File: config.mk
export PLATFORM = sky130hd
export DESIGN_NAME = rwcs_div
export DESIGN_NICKNAME = d
export VERILOG_FILES = /design/src/hdl/rwcs_pkg.sv /design/src/hdl/rwcs_div.sv
export SDC_FILE = /design/constraint.sdc
export NUM_CORES = 2
export LEC_CHECK = 0
export CAP_MARGIN = 10
export CORE_UTILIZATION = 30
export DETAILED_ROUTE_END_ITERATION = 8
export DONT_BUFFER_PORTS = 1
export HOLD_SLACK_MARGIN = 0.15
export SYNTH_ARGS = -nofsm -noshare
export SYNTH_HDL_FRONTEND = slang
export SYNTH_SLANG_ARGS = --single-unit
File: constraint.sdc
create_clock -name clk_i -period 4.4 [get_ports clk_i]
set_input_delay 0.88 -clock clk_i [delete_from_list [all_inputs] [get_ports clk_i]]
set_output_delay 0.88 -clock clk_i [all_outputs]
set_load 0.05 [all_outputs]
File: src/hdl/rwcs_pkg.sv
// Shared types and constants of the raycast wall column setup pipeline.
`timescale 1ns / 1ps
package rwcs_pkg;

  typedef enum logic [2:0] {
    REG_PLANE,
    REG_MIN,
    REG_EAST_W,
    REG_WEST_W,
    REG_SOUTH_W,
    REG_NORTH_W
  } reg_idx_e;

  typedef enum logic [1:0] {
    FACE_EAST,
    FACE_WEST,
    FACE_SOUTH,
    FACE_NORTH
  } face_e;

  typedef struct packed {
    logic [14:0] idx;
    logic        neg;
  } cos_req_t;

  localparam logic [30:0] HalfPiQ30 = 31'd1686629713;
  localparam logic [30:0] Q30One    = 31'h4000_0000;

  localparam int CosSteps = 6;
  localparam int unsigned CosDiv   [CosSteps] = '{132, 90, 56, 30, 12, 2};
  localparam int unsigned CosShift [CosSteps] = '{38, 37, 36, 35, 34, 32};
  // floor(2^shift / div)
  localparam logic [31:0] CosMul [CosSteps] = '{
    32'd2082408385, 32'd1527099483, 32'd1227133513,
    32'd1145324612, 32'd1431655765, 32'd2147483648
  };

  localparam int CosLat = 2 + 3 * CosSteps + 1;
  localparam int DivLat = 17;

endpackage

File: src/hdl/rwcs_div.sv
// Pipelined restoring divider, one quotient bit per stage, quotient saturating at 16 bits.
`timescale 1ns / 1ps
module rwcs_div import rwcs_pkg::*; (
  input  logic        clk_i,
  input  logic        en_i,
  input  logic [31:0] num_i,
  input  logic [31:0] den_i,
  output logic [15:0] quo_o
);

  localparam int Bits = DivLat - 1;

  logic [31:0] rem_q [DivLat];
  logic [31:0] den_q [DivLat-1];
  logic [15:0] q_q   [DivLat];
  logic        sat_q [DivLat];
  logic [47:0] trial [Bits];
  logic        ge    [Bits];

  always_comb begin
    for (int s = 0; s < Bits; s++) begin
      trial[s] = {16'b0, den_q[s]} << (Bits - 1 - s);
      ge[s]    = {16'b0, rem_q[s]} >= trial[s];
    end
  end

  always_ff @(posedge clk_i) begin
    if (en_i) begin
      rem_q[0] <= num_i;
      den_q[0] <= den_i;
      q_q[0]   <= '0;
      sat_q[0] <= {16'b0, num_i} >= {den_i, 16'b0};
      for (int s = 0; s < Bits; s++) begin
        rem_q[s+1] <= ge[s] ? rem_q[s] - trial[s][31:0] : rem_q[s];
        q_q[s+1]   <= q_q[s] | (16'(ge[s]) << (Bits - 1 - s));
        sat_q[s+1] <= sat_q[s];
      end
      for (int s = 1; s < DivLat - 1; s++) begin
        den_q[s] <= den_q[s-1];
      end
    end
  end

  assign quo_o = sat_q[DivLat-1] ? 16'hFFFF : q_q[DivLat-1];

endmodule

==> summary.md <==
| Metric | Value |
|---|---|
| Iteration-0 DRC Markers | `about 1.9k` |
| Top layer in use | `met4` |
| Leakage power | `26.3 nW` |
| Initial core utilization | `slightly above 30%` |
| Slew Viols, Final | `0` |
| Max-slew headroom | `under 10%` |
| Port-buffer cells | `0` |
| # setup viols final | `0` |
| CP Data Arrival Time | `around 4.5 ns` |
| Sequential-to-total area share from yosys stat | `between 50 and 60%` |
| Synth top area cells | `edfxtp_1 59%, ha_1 8.6%, inv_1 3.1%, o21ai_0 2.9%, a21oi_1 2.6%` |
| Die Wd | `approximately 450 um` |
| R2r setup slk | `between 0.3 and 0.4 ns` |
| FF+latch count, synth | `1177` |
| Syn_nets | `approximately 5.3k` |
| DIE AREA | `200000 um2` |
| Max-Cap Viols | `0` |
| Most used flip-flop cell after synthesis | `edfxtp_1` |
| Met1 Routed Length | `45700 um` |
| Cts bufs inserted | `about 120` |
| Final period utilization | `between 90% and 100%` |
| Final Hold Fails | `0` |
| Synthesized instance count | `4791` |
| Critical Path RT | `a little under 5 ns` |
| Clk sinks | `between 1k and 1.5k` |
| Worst hold endpoint | `rem_q[0][25]` |
| R2R depth | `14` |
| Post-synth cell types | `a little over 90` |
| Post-Route Skew | `~0.027 ns` |
| Sequential Area | `approximately 35000 um2` |
| First-pass GRT wire length | `~180000 um` |
| Critical path type | `reg2reg` |
| Final ANT Viol Nets | `0` |
| Vias/cell | `roughly 4.6` |
| Final Power | `about 27 mW` |
| Async set or reset register ratio after synthesis | `0%` |
| Placer Congestion | `0.878` |
| CTS root buf | `clkbuf_16` |
| Highest Clock Rate | `between 200 and 250 MHz` |
| DP Worst Slack | `slightly below 0.4 ns` |
| Num rows | `163` |
| Worst-case clock buffer depth | `3` |
| Routed WL | `108000 um` |
| Mean post-synth cell area | `about 12 um2` |
| Worst R2R End | `rem_q[0][428]` |
| Final WS setup | `between 0.3 and 0.4 ns` |
| Post-synth top area share | `around three fifths` |
| WL met3 | `approximately 3600 um` |
| Least-Margin Pin Slew | `approximately 1.4 ns` |
| Cell taking the most area after synthesis | `edfxtp_1` |
| Tmin final | `around 4.0 ns` |
| Min-Delay Path Class | `in2reg` |
| H-tree depth | `3` |
| Met2 wire length | `about 53000 um` |
| Layout fillers | `between 15k and 20k` |
| Clock slew at reported path FFs | `roughly 0.060 ns` |
| DRT Pass-1 Iters | `6` |
| Die Ht | `447 um` |
| CTS tree | `built` |
| Number of synthesized flops with an enable pin | `approximately 1.2k` |
| Pin count of the biggest net entering global routing | `roughly 1.2k` |
| Area taken by multi-input logic gates | `between 20000 and 25000 um2` |
| Critical Path Start Type | `register` |
| Setup TNS | `0 ns` |
| Nets | `5364` |
| Mapped cell area | `slightly below 60000 um2` |
| Hold WS | `between 0.2 and 0.25 ns` |
| Via count | `between 30k and 40k` |
| Cell count of the worst hold path | `0` |
| Pwr dens | `between 400 and 500 nW/um2` |
| Area of the core | `between 150000 and 200000 um2` |
| Routed wire length per instance | `about 14 um` |
| Synth Warn # | `0` |
| Top cells by count, synth | `1177 x edfxtp_1, 497 x inv_1, 408 x ha_1, 375 x nand2_1, 341 x o21ai_0` |
| Top-count cell post-synth | `edfxtp_1` |
| Hold Startpoint | `num_i[25]` |
| Post-CTS setup buffer count | `0` |
| GRT Total Usage | `between 10% and 20%` |
| Initial antenna violation count | `1` |
| Max rail drop VDD | `between 300 and 400 uV` |
| Setup crit end kind | `register` |
| Number of global-route vias before repair | `about 36k` |
| Skew-Pair Late Insertion Delay | `roughly 0.73 ns` |
| GRT Residual Overflow | `0` |
| Critical R2R Launch | `rem_q[0][387]` |
| DR DRC count | `0` |
| Status | `finished clean` |
| RSZ-0062 raised after global routing | `false` |
| Final HPWL DP | `just under 80000 um` |
| Area grow syn2layout | `12.5%` |
| I/O Pins | `between 80 and 90` |
| Ratio of cells with drive above 1 in the final layout | `8.30%` |
| Worst-path maximum fanout | `26` |
[timing repair]
| item | CTS | global route |
|---|---|---|
| endpoints found under the setup margin | 0 | 0 |
| hold endpoints to repair | 3 | 0 |
| gates resized for setup | 0 | 0 |
| hold buffers | 3 | 0 |
[area by class of cell]
class,instances,area share (%)
flip-flops and latches,1177,52.8
multi-input cells,3034,32.7
well taps,2640,4.94
clock buffers,131,4.52
inverters,497,2.79
clock inverters,90,1.40
repair buffers,46,0.804
diodes,1,0.00374
[how the worst max path moves through the flow]
stage	from	end	slack (ns)	depth (start not counted)
after CTS	rem_q[0][387]	rem_q[0][428]	0.39	14
after detailed placement	rem_q[0][387]	rem_q[0][428]	0.40	14
final	rem_q[0][387]	rem_q[0][428]	0.39	14
after global placement	rem_q[0][387]	rem_q[0][420]	0.43	13
after global routing	rem_q[0][387]	rem_q[0][429]	0.12	14
after floorplan	rem_q[0][139]	rem_q[0][174]	0.96	14
[logic make-up after synthesis]
group                      synth area share, %
muxes                                     2.62
and+or+nand+nor                           8.66
DFF                                       59.4
AOI/OAI and AO/OA                         12.1
adders and majority gates                 9.09
xor gates and xnor gates                  4.21
buffers and inverters                     3.86
[power by group]
group / total [mW] / switching (mW) / internal (mW)
registers: 13.5 / 0.366 / 13.2
logic: 3.62 / 2.08 / 1.54
clock network: 10.2 / 4.29 / 5.94
total: 27.4 / 6.73 / 20.7
[layout by cell type (no fill, tap or decap), drive strengths merged, types with 60 or more instances in the layout]
| cell type | synthesis | final |
|---|---|---|
| nor2 | 178 | 178 |
| mux2 | 115 | 115 |
| o21ai | 388 | 388 |
| edfxtp | 1177 | 1177 |
| inv | 497 | 500 |
| ha | 408 | 408 |
| nor2b | 60 | 60 |
| a21o | 150 | 150 |
| a21oi | 312 | 312 |
| nand2 | 375 | 375 |
| xnor2 | 157 | 157 |
| clkbuf | 38 | 131 |
| nor3 | 66 | 66 |
| xor2 | 129 | 129 |
[stage by stage]
stage	util (%)	std cells	instance area, um2
floorplan	-	4791	59500
global placement	31.9	7385	62800
detailed placement	31.9	7386	62800
CTS	33.9	7610	66700
global route	33.9	7615	66900
finish	34.0	7616	66900
[state kept, by name, summed over array words and instances, names as in the netlist]
| name | count |
|---|---|
| den_q | 512 |
| q_q | 136 |
| rem_q | 512 |
| sat_q | 17 |
[layer usage]
layer  vias to the layer above  GRT usage (%)
li1                      17882              -
met1                     16310           11.9
met2                       612           19.2
met3                       265           1.99
met4                         0           5.63
met5                         -              0
[worst max-delay path: stages, from the launching register on]
cell and delay, ns:
edfxtp_1 0.40, inv_1 0.07, ha_1 0.16, inv_1 0.05, fa_1 0.39, a21oi_1 0.28
o211ai_1 0.20, o2111ai_1 0.12, o211ai_1 0.29, nand4_1 0.25, a31oi_1 0.19, a21o_1 0.25
a41oi_4 0.68, buf_4 0.29, o21ai_0 0.11
Power figures use the tool's default switching activity.
